File: src/rtl/lste_pkg.sv
`default_nettype none
// ----------------------------------------------------------------------------
// lste_pkg
// Shared types and constants for the star twinkle engine.
// ----------------------------------------------------------------------------
package lste_pkg;

    // Configuration register indexes
    localparam logic [2:0] CFG_MODE          = 3'd0;
    localparam logic [2:0] CFG_SPARKLE_THRSH = 3'd1;
    localparam logic [2:0] CFG_GALAXY_THRSH  = 3'd2;
    localparam logic [2:0] CFG_BRIGHT_CAP    = 3'd3;
    localparam logic [2:0] CFG_NORMAL_PEAK   = 3'd4;

    localparam int CFG_IDX_W  = 3;
    localparam int CFG_DATA_W = 16;

    // Pattern modes
    localparam logic MODE_SPARKLE = 1'b0;
    localparam logic MODE_GALAXY  = 1'b1;

    // Register reset values
    localparam logic [7:0]  RST_SPARKLE_THRSH = 8'd5;
    localparam logic [15:0] RST_GALAXY_THRSH  = 16'd12;
    localparam logic [7:0]  RST_BRIGHT_CAP    = 8'd10;
    localparam logic [7:0]  RST_NORMAL_PEAK   = 8'd200;

    // Level arithmetic
    localparam logic [7:0] LEVEL_MAX    = 8'd255;
    localparam logic [7:0] SPARKLE_RISE = 8'd4;
    localparam logic [7:0] SPARKLE_FALL = 8'd2;

    typedef struct packed {
        logic [7:0]  led_index;
        logic [15:0] random_value;
        logic        frame_start;
    } t_in;

    typedef struct packed {
        logic [7:0] out_index;
        logic [7:0] brightness;
    } t_out;

    // Per-LED state word held in memory
    typedef struct packed {
        logic [7:0] level;
        logic       rising;
        logic       bright_tier;
    } t_entry;

endpackage : lste_pkg
`default_nettype wire

File: src/rtl/lste_ram.sv
`default_nettype none
// ----------------------------------------------------------------------------
// lste_ram
// Simple dual-port RAM: one write port, one read port, registered read data.
// ----------------------------------------------------------------------------
module lste_ram #(
    parameter int WIDTH = 10,
    parameter int DEPTH = 256
) (
    input  wire                                    i_clk,
    input  wire                                    i_we,
    input  wire [(DEPTH > 1 ? $clog2(DEPTH) : 1)-1:0] i_waddr,
    input  wire [WIDTH-1:0]                        i_wdata,
    input  wire                                    i_re,
    input  wire [(DEPTH > 1 ? $clog2(DEPTH) : 1)-1:0] i_raddr,
    output logic [WIDTH-1:0]                       o_rdata
);

    logic [WIDTH-1:0] r_mem [DEPTH];

    always_ff @(posedge i_clk) begin
        if (i_we) begin
            r_mem[i_waddr] <= i_wdata;
        end
        if (i_re) begin
            o_rdata <= r_mem[i_raddr];
        end
    end

endmodule : lste_ram
`default_nettype wire

File: src/rtl/led_star_twinkle_engine_core.sv
`default_nettype none
// ----------------------------------------------------------------------------
// led_star_twinkle_engine_core
// Per-LED twinkle state machine: each input transaction updates one LED's
// brightness from a random value, in sparkle or two-tier galaxy mode.
// ----------------------------------------------------------------------------
//
//  Channel  | Signals                              | Direction | Handshake
//  ---------+--------------------------------------+-----------+-------------
//  in       | i_in_valid, o_in_ready, i_in         | input     | valid/ready
//  out      | o_out_valid, i_out_ready, o_out      | output    | valid/ready
//  cfg      | i_cfg_we, i_cfg_index, i_cfg_data    | input     | write strobe
//
//  Cycles: one transaction per cycle while the output drains; the result
//  passes the RAM read register, then the update into the output buffer.
//  The rate is set by the single read-modify-write on the state RAM; a
//  same-LED transaction right behind another is served by forwarding.
//  Reset: per-entry valid flops make every LED read as dark; no clear pass.
//  Input ready is held low while reset is asserted.
//  Stalls: a two-entry output buffer absorbs the in-flight transaction, so
//  input ready drops only when the buffer would overflow.
// ----------------------------------------------------------------------------
module led_star_twinkle_engine_core #(
    parameter int LED_COUNT = 256
) (
    input  wire                            i_clk,
    input  wire                            i_rst_n,

    input  wire                            i_in_valid,
    output logic                           o_in_ready,
    input  wire lste_pkg::t_in             i_in,

    output logic                           o_out_valid,
    input  wire                            i_out_ready,
    output lste_pkg::t_out                 o_out,

    input  wire                            i_cfg_we,
    input  wire [lste_pkg::CFG_IDX_W-1:0]  i_cfg_index,
    input  wire [lste_pkg::CFG_DATA_W-1:0] i_cfg_data
);

    // Only 8 index bits reach the block, so at most 256 entries are live.
    localparam int MEM_DEPTH = (LED_COUNT < 256) ? LED_COUNT : 256;
    localparam int AW        = (MEM_DEPTH > 1) ? $clog2(MEM_DEPTH) : 1;
    localparam int EW        = $bits(lste_pkg::t_entry);

    // ------------------------------------------------------------------
    // Configuration registers
    // ------------------------------------------------------------------
    logic        r_mode;
    logic [7:0]  r_sparkle_thrsh;
    logic [15:0] r_galaxy_thrsh;
    logic [7:0]  r_bright_cap;
    logic [7:0]  r_normal_peak;

    // ------------------------------------------------------------------
    // Pipeline / state registers
    // ------------------------------------------------------------------
    logic                 r_s1_valid;       // transaction in update stage
    lste_pkg::t_in        r_s1;             // its payload
    logic                 r_s1_in_range;

    logic [MEM_DEPTH-1:0] r_valid;          // entry written since reset
    logic                 r_wb_valid;       // last cycle's write-back
    logic [AW-1:0]        r_wb_addr;
    lste_pkg::t_entry     r_wb_data;

    logic [7:0]           r_live_cnt;
    logic [7:0]           r_frame_cnt;

    // Output buffer (two entries)
    lste_pkg::t_out       r_buf [2];
    logic                 r_wr_ptr;
    logic                 r_rd_ptr;
    logic [1:0]           r_cnt;

    // ------------------------------------------------------------------
    // Next-state signals
    // ------------------------------------------------------------------
    logic                 in_accept;
    logic                 in_range;
    logic [AW-1:0]        s1_addr;
    lste_pkg::t_entry     ram_rdata;
    lste_pkg::t_entry     cur;
    lste_pkg::t_entry     n_entry;
    logic                 n_wb_valid;
    logic [7:0]           n_live_cnt;
    logic [7:0]           n_frame_cnt;
    logic [7:0]           n_brightness;
    logic                 pop;
    logic [2:0]           occ_next;

    // Update-stage temporaries
    logic                 born;
    logic [7:0]           lvl1;
    logic                 rise1;
    logic                 tier1;
    logic [8:0]           sum9;
    logic [7:0]           inc8;
    logic [7:0]           peak;
    logic                 was_bright;
    logic                 now_bright;

    assign pop         = o_out_valid & i_out_ready;
    // Occupancy once the in-flight transaction lands and the head may leave.
    assign occ_next    = 3'(r_cnt) + 3'(r_s1_valid) - 3'(pop);
    assign o_in_ready  = i_rst_n & (occ_next < 3'd2);
    assign in_accept   = i_in_valid & o_in_ready;
    assign in_range    = (32'(i_in.led_index) < LED_COUNT);

    assign o_out_valid = (r_cnt != 2'd0);
    assign o_out       = r_buf[r_rd_ptr];

    assign s1_addr     = r_s1.led_index[AW-1:0];

    lste_ram #(
        .WIDTH (EW),
        .DEPTH (MEM_DEPTH)
    ) u_state_ram (
        .i_clk   (i_clk),
        .i_we    (n_wb_valid),
        .i_waddr (s1_addr),
        .i_wdata (n_entry),
        .i_re    (in_accept),
        .i_raddr (i_in.led_index[AW-1:0]),
        .o_rdata (ram_rdata)
    );

    // ------------------------------------------------------------------
    // Update stage: forward, compute new entry and counters
    // ------------------------------------------------------------------
    always_comb begin
        // Back-to-back hit on the same LED: RAM returned pre-write data.
        if (r_wb_valid && (r_wb_addr == s1_addr)) begin
            cur = r_wb_data;
        end else if (r_s1_in_range && r_valid[s1_addr]) begin
            cur = ram_rdata;
        end else begin
            cur = '0;
        end

        // Frame snapshot happens before the LED update.
        n_frame_cnt = r_s1.frame_start ? r_live_cnt : r_frame_cnt;

        born  = 1'b0;
        lvl1  = cur.level;
        rise1 = cur.rising;
        tier1 = cur.bright_tier;
        sum9  = '0;
        inc8  = '0;
        peak  = lste_pkg::LEVEL_MAX;
        n_entry = cur;

        if (r_mode == lste_pkg::MODE_SPARKLE) begin
            born = (cur.level == 8'd0) &&
                   (r_s1.random_value[7:0] < r_sparkle_thrsh);
            if (born) begin
                lvl1  = 8'd1;
                rise1 = 1'b1;
            end
            n_entry.rising      = rise1;
            n_entry.bright_tier = tier1;
            if (rise1) begin
                sum9 = {1'b0, lvl1} + {1'b0, lste_pkg::SPARKLE_RISE};
                if (sum9 >= {1'b0, lste_pkg::LEVEL_MAX}) begin
                    n_entry.level  = lste_pkg::LEVEL_MAX;
                    n_entry.rising = 1'b0;
                end else begin
                    n_entry.level  = sum9[7:0];
                end
            end else if (lvl1 > lste_pkg::SPARKLE_FALL) begin
                n_entry.level = lvl1 - lste_pkg::SPARKLE_FALL;
            end else begin
                n_entry.level = 8'd0;
            end
        end else begin
            born = (cur.level == 8'd0) &&
                   (r_s1.random_value < r_galaxy_thrsh);
            if (born) begin
                lvl1  = 8'd1;
                rise1 = 1'b1;
                // Cap is at most 255, so the count never saturates here.
                if (n_frame_cnt < r_bright_cap) begin
                    tier1       = 1'b1;
                    n_frame_cnt = n_frame_cnt + 8'd1;
                end else begin
                    tier1 = 1'b0;
                end
            end
            n_entry.rising      = rise1;
            n_entry.bright_tier = tier1;
            if (rise1) begin
                peak = tier1 ? lste_pkg::LEVEL_MAX : r_normal_peak;
                inc8 = (lvl1 == lste_pkg::LEVEL_MAX) ? lste_pkg::LEVEL_MAX
                                                    : lvl1 + 8'd1;
                // A zero peak parks the star dark.
                if (inc8 >= peak) begin
                    n_entry.level  = peak;
                    n_entry.rising = 1'b0;
                end else begin
                    n_entry.level  = inc8;
                end
            end else if (lvl1 != 8'd0) begin
                n_entry.level = lvl1 - 8'd1;
                if (lvl1 == 8'd1) begin
                    n_entry.bright_tier = 1'b0;
                end
            end else begin
                n_entry.level = 8'd0;
            end
        end

        was_bright = (cur.level != 8'd0) && cur.bright_tier;
        now_bright = (n_entry.level != 8'd0) && n_entry.bright_tier;

        n_live_cnt = r_live_cnt;
        if (r_s1_in_range) begin
            if (now_bright && !was_bright && (r_live_cnt != 8'hFF)) begin
                n_live_cnt = r_live_cnt + 8'd1;
            end else if (was_bright && !now_bright && (r_live_cnt != 8'd0)) begin
                n_live_cnt = r_live_cnt - 8'd1;
            end
        end else begin
            // Out-of-range LED: only the snapshot takes effect.
            n_frame_cnt = r_s1.frame_start ? r_live_cnt : r_frame_cnt;
        end

        n_wb_valid   = r_s1_valid & r_s1_in_range;
        n_brightness = r_s1_in_range ? n_entry.level : 8'd0;
    end

    // ------------------------------------------------------------------
    // Registers
    // ------------------------------------------------------------------
    always_ff @(posedge i_clk) begin
        if (!i_rst_n) begin
            r_mode          <= lste_pkg::MODE_SPARKLE;
            r_sparkle_thrsh <= lste_pkg::RST_SPARKLE_THRSH;
            r_galaxy_thrsh  <= lste_pkg::RST_GALAXY_THRSH;
            r_bright_cap    <= lste_pkg::RST_BRIGHT_CAP;
            r_normal_peak   <= lste_pkg::RST_NORMAL_PEAK;
            r_s1_valid      <= 1'b0;
            r_valid         <= '0;
            r_wb_valid      <= 1'b0;
            r_live_cnt      <= 8'd0;
            r_frame_cnt     <= 8'd0;
            r_wr_ptr        <= 1'b0;
            r_rd_ptr        <= 1'b0;
            r_cnt           <= 2'd0;
        end else begin
            if (i_cfg_we) begin
                unique case (i_cfg_index)
                    lste_pkg::CFG_MODE:          r_mode          <= i_cfg_data[0];
                    lste_pkg::CFG_SPARKLE_THRSH: r_sparkle_thrsh <= i_cfg_data[7:0];
                    lste_pkg::CFG_GALAXY_THRSH:  r_galaxy_thrsh  <= i_cfg_data;
                    lste_pkg::CFG_BRIGHT_CAP:    r_bright_cap    <= i_cfg_data[7:0];
                    lste_pkg::CFG_NORMAL_PEAK:   r_normal_peak   <= i_cfg_data[7:0];
                    default: begin
                    end
                endcase
            end

            r_s1_valid <= in_accept;
            r_wb_valid <= n_wb_valid;

            if (r_s1_valid) begin
                r_live_cnt  <= n_live_cnt;
                r_frame_cnt <= n_frame_cnt;
            end
            if (n_wb_valid) begin
                r_valid[s1_addr] <= 1'b1;
            end

            if (r_s1_valid) begin
                r_wr_ptr <= ~r_wr_ptr;
            end
            if (pop) begin
                r_rd_ptr <= ~r_rd_ptr;
            end
            r_cnt <= 2'(occ_next);
        end

        // Payload registers
        if (in_accept) begin
            r_s1          <= i_in;
            r_s1_in_range <= in_range;
        end
        if (n_wb_valid) begin
            r_wb_addr <= s1_addr;
            r_wb_data <= n_entry;
        end
        if (r_s1_valid) begin
            r_buf[r_wr_ptr] <= '{out_index: r_s1.led_index, brightness: n_brightness};
        end
    end

endmodule : led_star_twinkle_engine_core
`default_nettype wire
File: config.mk
export PLATFORM = sky130hd
export DESIGN_NAME = led_star_twinkle_engine_core
export DESIGN_NICKNAME = d
export VERILOG_FILES = /design/src/rtl/lste_pkg.sv /design/src/rtl/lste_ram.sv /design/src/rtl/led_star_twinkle_engine_core.sv
export SDC_FILE = /design/constraint.sdc
export NUM_CORES = 2
export LEC_CHECK = 0
export BUFFER_PORTS_ARGS = -buffer_cell sky130_fd_sc_hd__buf_2
export CORE_MARGIN = 5
export CORE_UTILIZATION = 50
export DETAILED_ROUTE_END_ITERATION = 8
export PLACE_DENSITY = 0.65
export SYNTH_ARGS = -nofsm -noshare
export SYNTH_HDL_FRONTEND = slang
export SYNTH_HIERARCHICAL = 1
export SYNTH_SLANG_ARGS = --single-unit
File: constraint.sdc
create_clock -name i_clk -period 22 [get_ports i_clk]
set_input_delay 1.1 -clock i_clk [delete_from_list [all_inputs] [get_ports i_clk]]
set_output_delay 1.1 -clock i_clk [all_outputs]
set_load 0.01 [all_outputs]
# Word level (Yosys, flattened, before mapping)

Memory sizes are Yosys's and may differ from the RTL's. A register that Yosys moved wholly into a read port is not among the register bits.
Index checks and enable logic that the tools add are counted.

Add/sub/neg operators: 9
$lt $le $gt $ge: 9
Eq/ne operators: 8
Multiplexer cells: 43
Bitwise logic cells: 6
Reduce and logical (&&, ||, !) cells: 26

Operators with widths:

| kind                                                              | number |
|---|---|
| bitwise OR 256 bit                                                | 1 |
| 2-to-1 mux 8 bit                                                  | 18 |
| nonzero test 8 bit                                                | 4 |
| 2-to-1 mux 10 bit                                                 | 3 |
| adder 8 x 1 -> 8 bit, second input constant                       | 3 |
| 2-to-1 mux 1 bit                                                  | 20 |
| < comparator 16 bit                                               | 1 |
| < comparator 8 bit                                                | 2 |
| subtractor 8 x 1 -> 8 bit, second input constant                  | 2 |
| AND reduction 2 bit                                               | 6 |
| logical AND 1 bit                                                 | 10 |
| adder 8 x 3 -> 9 bit, second input constant                       | 1 |
| greater-or-equal comparator 9 x 8 -> 1 bit, second input constant | 1 |
| < comparator 8 x 9 -> 1 bit, second input constant                | 1 |
| binary-select mux 1 bit (select 8 bit)                            | 1 |
| demux 1 bit (select 8 bit)                                        | 1 |
| equality test 8 x 1 -> 1 bit, second input constant               | 1 |
| equality test 8 bit                                               | 1 |
| equality test 8 bit, second input constant                        | 1 |
| greater-or-equal comparator 8 x 1 -> 1 bit, second input constant | 1 |
| greater-or-equal comparator 8 bit                                 | 1 |
| greater-than comparator 8 x 2 -> 1 bit, second input constant     | 1 |
| zero test 8 bit                                                   | 1 |
| != test 8 bit, second input constant                              | 1 |
| 12 further kinds                                                  | 18 |

Bits in registers: 362
Memory bits (writable): 2592
Output and inout bits: 18
Logic and storage cells: 123
Memories kept: 2

Memory list:

| name              | words | width | read ports | clocked after Yosys merged registers in | wr ports | line                               | text |
|---|---|---|---|---|---|---|---|
| u_state_ram.r_mem | 256   | 10    | 1          | 1                                       | 1        | lste_ram.sv:19                     | `logic [WIDTH-1:0] r_mem [DEPTH];` |
| r_buf             | 2     | 16    | 1          | 1                                       | 1        | led_star_twinkle_engine_core.sv:72 | `lste_pkg::t_out r_buf [2];` |

# Logic depth before layout (Yosys ltp)

Word-level depth: 21
Depth in mapped cells: 43
Gate-level depth less buffers: 38

# Hierarchy

Netlist, hierarchy kept.

Modules (own cells, without submodules):

| module                       | instances | cells each | area each (sq um) |
|---|---|---|---|
| lste_ram                     | 1         | 4642       | 99354.0 |
| led_star_twinkle_engine_core | 1         | 1999       | 18550.3 |

# Worst setup path before layout

Ideal clock, no wire load.

Kind: reg-to-reg
Start: register r_s1 (netlist bit s1_addr[0])
End: register r_live_cnt[7]
Setup time: 118 ps
Data arrival time: 19830 ps
Data required time: 21882 ps
Setup slack: 2052 ps
Cell stages (with the launch flop): 40
Path through: edfxtp_1 > buf_6 > buf_6 > mux4_2 > mux4_2 > a32o_1 > a311oi_4 > nor2_2 > buf_6 > a31oi_4 > a21bo_4 > ha_1 > and3_1 > a21oi_1 > nor2_1 > nor2_1 > ha_1 > nand2b_1 > [4 not listed] > a21o_1 > a21o_1 > a21o_1 > a211oi_1 > o21ai_0 > a211oi_1 > nor2_1 > nand4bb_1 > nand3_1 > ha_1 > a21o_1 > a21o_1 > a21o_1 > a21oi_1 > o21bai_1 > a21oi_1 > mux2_2 > mux2i_1

Cells in the longest elaborated chain, start to end: 21
Elaborated cells between the ends (all ways): 54
Those cells by class: add/sub (4); order compare (3); eq/ne (3); mux (27); reduce/logical (17)

RTL lines:

| what                                   | line                                                                     | text |
|---|---|---|
| start: declaration                     | led_star_twinkle_engine_core.sv:60                                       | `lste_pkg::t_in r_s1;` |
| start signal: assignment               | led_star_twinkle_engine_core.sv:285                                      | `r_s1 <= i_in;` |
| binary-select mux 1 bit (select 8 bit) | led_star_twinkle_engine_core.sv:136                                      | `end else if (r_s1_in_range && r_valid[s1_addr]) begin` |
| 2-to-1 mux 1 bit (implied by the code) | led_star_twinkle_engine_core.sv:136                                      |  |
| 2-to-1 mux 10 bit                      | led_star_twinkle_engine_core.sv:136                                      |  |
| 2-to-1 mux 10 bit (*)                  | led_star_twinkle_engine_core.sv:134                                      | `if (r_wb_valid && (r_wb_addr == s1_addr)) begin` |
| zero test 8 bit                        | led_star_twinkle_engine_core.sv:155, led_star_twinkle_engine_core.sv:177 |  |
| logical AND 1 bit                      | led_star_twinkle_engine_core.sv:177                                      | `born = (cur.level == 8'd0) &&` |
| 2-to-1 mux 8 bit                       | led_star_twinkle_engine_core.sv:179                                      | `if (born) begin` |
| 2-to-1 mux 8 bit                       | led_star_twinkle_engine_core.sv:154                                      | `if (r_mode == lste_pkg::MODE_SPARKLE) begin` |
| [5 not listed]                         | --                                                                       |  |
| 2-to-1 mux 10 bit (*)                  | led_star_twinkle_engine_core.sv:154                                      |  |
| via n_brightness[4]                    | led_star_twinkle_engine_core.sv:89                                       | `logic [7:0] n_brightness;` |
| nonzero test 8 bit (*)                 | led_star_twinkle_engine_core.sv:214                                      | `now_bright = (n_entry.level != 8'd0) && n_entry.bright_tier;` |
| logical AND 1 bit (*)                  | led_star_twinkle_engine_core.sv:214                                      |  |
| zero test 1 bit                        | led_star_twinkle_engine_core.sv:220                                      | `end else if (was_bright && !now_bright && (r_live_cnt != 8'd0)) begin` |
| logical AND 1 bit (2 in series)        | led_star_twinkle_engine_core.sv:220                                      |  |
| nonzero test 2 bit (no source line)    | --                                                                       |  |
| AND reduction 2 bit (no source line)   | --                                                                       |  |
| end signal: assignment                 | led_star_twinkle_engine_core.sv:267                                      | `r_live_cnt <= n_live_cnt;` |
| end: declaration                       | led_star_twinkle_engine_core.sv:68                                       | `logic [7:0] r_live_cnt;` |

The timed path passes the listed nets; every way through them passes the cells marked *. The select of a mux whose other input is x is not followed.
A chain may end at the register's enable or synchronous reset.

# Final worst setup path

Start: register r_s1 (netlist bit s1_addr[1])
End: register r_live_cnt[7]

Same word-level chain as after synthesis.

==> results.sh <==
export IMPL_synth_top_cell_area_share=0.674
export IMPL_firstDrtPassIters=6
export IMPL_worstPathArrival_ns=12.60
export IMPL_grt_pass1_vias=63100
export IMPL_ys_flop_type="edfxtp_1"
export IMPL_synth_mux_area_frac=0.138
export IMPL_synth_cells=6641
export IMPL_finalHoldViolCount=0
export IMPL_syn_to_final_growth_pct=10.9
export IMPL_vdd_drop_max_v=0.000139
export IMPL_synth_nets=6748
export IMPL_required_ns=22.81
export IMPL_clk_pin_slew_ns=0.06
export IMPL_antenna_found_initial=8
export IMPL_yosys_cell_count_top_type="edfxtp_1"
export IMPL_die_area_mm2=0.246
export IMPL_rsz0062_at_grt="false"
export IMPL_cts_buffers=313
export IMPL_die_w_um=496
export IMPL_drt_iter0_markers=7693
export IMPL_p_per_area_mw_per_mm2=113
export IMPL_avgSynthCellArea_um2=17.8
export IMPL_synth_compound_area_frac=0.0585
export IMPL_cp_start_kind="register"
export IMPL_min_path_type="in -> reg"
export IMPL_grt_pass1_wl_mm=438
export IMPL_yosysSeqAreaShare=0.728
export IMPL_fin_util=0.556
export IMPL_yosys_area_share_simple=0.0432
export IMPL_p_leak_nw=42.0
export IMPL_worst_pin_slew_ns=1.48
export IMPL_initial_core_util=0.502
export IMPL_synth_xor_area_share=0.00260
export IMPL_crit_slowest_cell="buf_4"
export IMPL_postCtsSetupRepairBufs=0
export IMPL_cts_tree="yes"
export IMPL_synth_top_family_by_area="multiplexers"
export IMPL_ctsHoldBuffers=0
export IMPL_finalSetupViolations=0
export IMPL_synthAdderAreaFrac=0.00628
export IMPL_htree_levels=5
export IMPL_route_detailed_drc=0
export IMPL_cts_sinks=2965
export IMPL_ioPinCount=67
export IMPL_n_fill_cell=17700
export IMPL_core_area_mm2=0.235
export IMPL_drv_cap=2
export IMPL_placed_area_mm2=0.121
export IMPL_crit_type="reg -> reg"
export IMPL_numPortBuffers=66
export IMPL_syn_area_mm2=0.118
export IMPL_async_reset_ff_frac=0
export IMPL_routed_wl_mm=300
export IMPL_drt_antenna_violating_nets=0
export IMPL_synthTopCellsByCount="edfxtp_1, nor2_1, mux4_2"
export IMPL_synth_edf_count=2645
export IMPL_max_freq_mhz=84.8
export IMPL_drv_slew=0
export IMPL_rows=178
export IMPL_relSlewSlack=0.0120
export IMPL_via_per_inst=6.35
export IMPL_ys_ff_latch=2965
export IMPL_globalplace_congestion=0.891
export IMPL_ctsResizeCount=0
export IMPL_clock_latency_ns=0.94
export IMPL_grt_max_degree=261
export IMPL_cp_end_kind="register"
export IMPL_status="complete, but fails checks"
export IMPL_yosys_warnings=6
export IMPL_critPathMaxFanout=61
export IMPL_yosysTopAreaCell="edfxtp_1"
export IMPL_cpMostUsedCell="a21o_1"
export IMPL_post_route_period_util=0.536
export IMPL_fin_worst_skew_ns=0.0560
export IMPL_setup_tns_final_ns=0
export IMPL_hpwlAfterDp_mm=181
export IMPL_die_h_um=496
export IMPL_finalInstanceArea_mm2=0.131
export IMPL_cts_max_path_buffers=4
export IMPL_synth_area_leaders="edfxtp_1, mux4_2, dfxtp_1"
export IMPL_max_stage_delay_ns=0.89
export IMPL_drive_above_1_share=0.184
export IMPL_grt_use_total=0.242
export IMPL_detail_route_wl_per_cell_um=29.6
export IMPL_num_nets_final=6864
export IMPL_fin_crit_ns=11.80
export IMPL_overflow=0
export IMPL_synth_cell_type_count=93
export IMPL_cts_root_buf="clkbuf_16"
export IMPL_violations="max-capacitance violations"
export IMPL_dr_total_vias=64300
==> layout by cell type (no fill, tap or decap), types with 27 or more instances in the layout <==
cell type	n
nand2_1	196
dfxtp_1	319
nor3_1	58
a31oi_1	216
edfxtp_1	2645
a22oi_1	219
inv_1	59
clkbuf_1	72
buf_4	175
mux4_2	529
o22ai_1	59
nand4_1	27
clkbuf_16	317
o221ai_1	41
a21o_1	35
clkinv_2	52
clkinv_1	49
xnor2_1	30
nand3_1	68
o21ai_0	28
mux2i_1	300
nor2b_1	27
buf_2	63
mux4_1	41
ha_1	56
nor2_1	622
a21oi_1	248
==> layer usage <==
metal	track usage	part of all wire	vias up	routed length, µm
li1	-	-	27000	-
met1	0.339	0.40	33600	119000
met2	0.380	0.47	3100	142000
met3	0.0557	0.096	559	28700
met4	0.0778	0.035	4	10500
met5	0.00135	0.000090	-	27
==> where the power goes <==
part	internal (mW)	switching [mW]	total [mW]
combinational	0.419	1.90	2.31
clock	2.87	2.07	4.93
sequential	7.42	0.0447	7.46
==> state kept, by name, indices dropped and copies added (netlist names), 10 cells and up, named ones only <==
register,flops
r_wb_data,10
r_valid,256
u_state_ram/o_rdata,10
r_buf,32
r_s1,17
r_galaxy_thrsh,16
u_state_ram/r_mem,2560
==> critical path, delay by kind of cell, from the launching register on <==
family                   cells  cell delay, ns
AO/OA/AOI/OAI               21            5.52
buffers and inverters        3            1.91
multiplexers                 4            1.35
AND/OR/NAND/NOR              8            1.29
adder cells (fa/ha/maj)      3            0.93
flip-flops                   1            0.58
==> kinds of logic after synthesis <==
| family | count (synthesis) |
|---|---|
| AOI/OAI and AO/OA | 1023 |
| DFF | 2965 |
| xor gates and xnor gates | 35 |
| buffers and inverters | 505 |
| muxes | 895 |
| and+or+nand+nor | 1160 |
| adders and majority gates | 58 |
==> cell type report <==
cell class | count | area (µm²) | share of cell area
inverter | 63 | 244 | 0.00187
sequential | 2965 | 85800 | 0.657
tap | 3150 | 3940 | 0.0301
antenna | 5 | 12.5 | 0.0000957
clock inverter | 135 | 1090 | 0.00835
timing repair buffer | 243 | 1720 | 0.0132
multi-input combinational | 3171 | 29500 | 0.226
clock buffer | 399 | 8340 | 0.0638
==> stage by stage <==
| step | total power [mW] | hold slack [ns] | instances | setup WS, ns |
|---|---|---|---|---|
| final | 14.7 | 0.358 | 10100 | 10.20 |
| after global placement | 9.80 | 0.441 | 9592 | 10.31 |
| after global routing | 15.2 | 0.303 | 10100 | 9.52 |
| after CTS | 14.8 | 0.285 | 10100 | 10.22 |
| after floorplan | 9.30 | 0.431 | 6641 | 2.05 |
| after detailed placement | 9.90 | 0.448 | 9592 | 10.28 |
==> path summary, 6_finish.rpt <==
check | from | to | slack (ns) | cells after the start
setup / recovery | s1_addr[1] | r_live_cnt[7] | 10.20 | 39
hold / removal | i_in[3] | r_s1[3] | 0.36 | 1
setup reg to reg | s1_addr[1] | r_live_cnt[7] | 10.20 | 39
hold reg to reg | r_galaxy_thrsh[10] | r_galaxy_thrsh[10] | 0.46 | 2
Power figures use the tool's default switching activity.
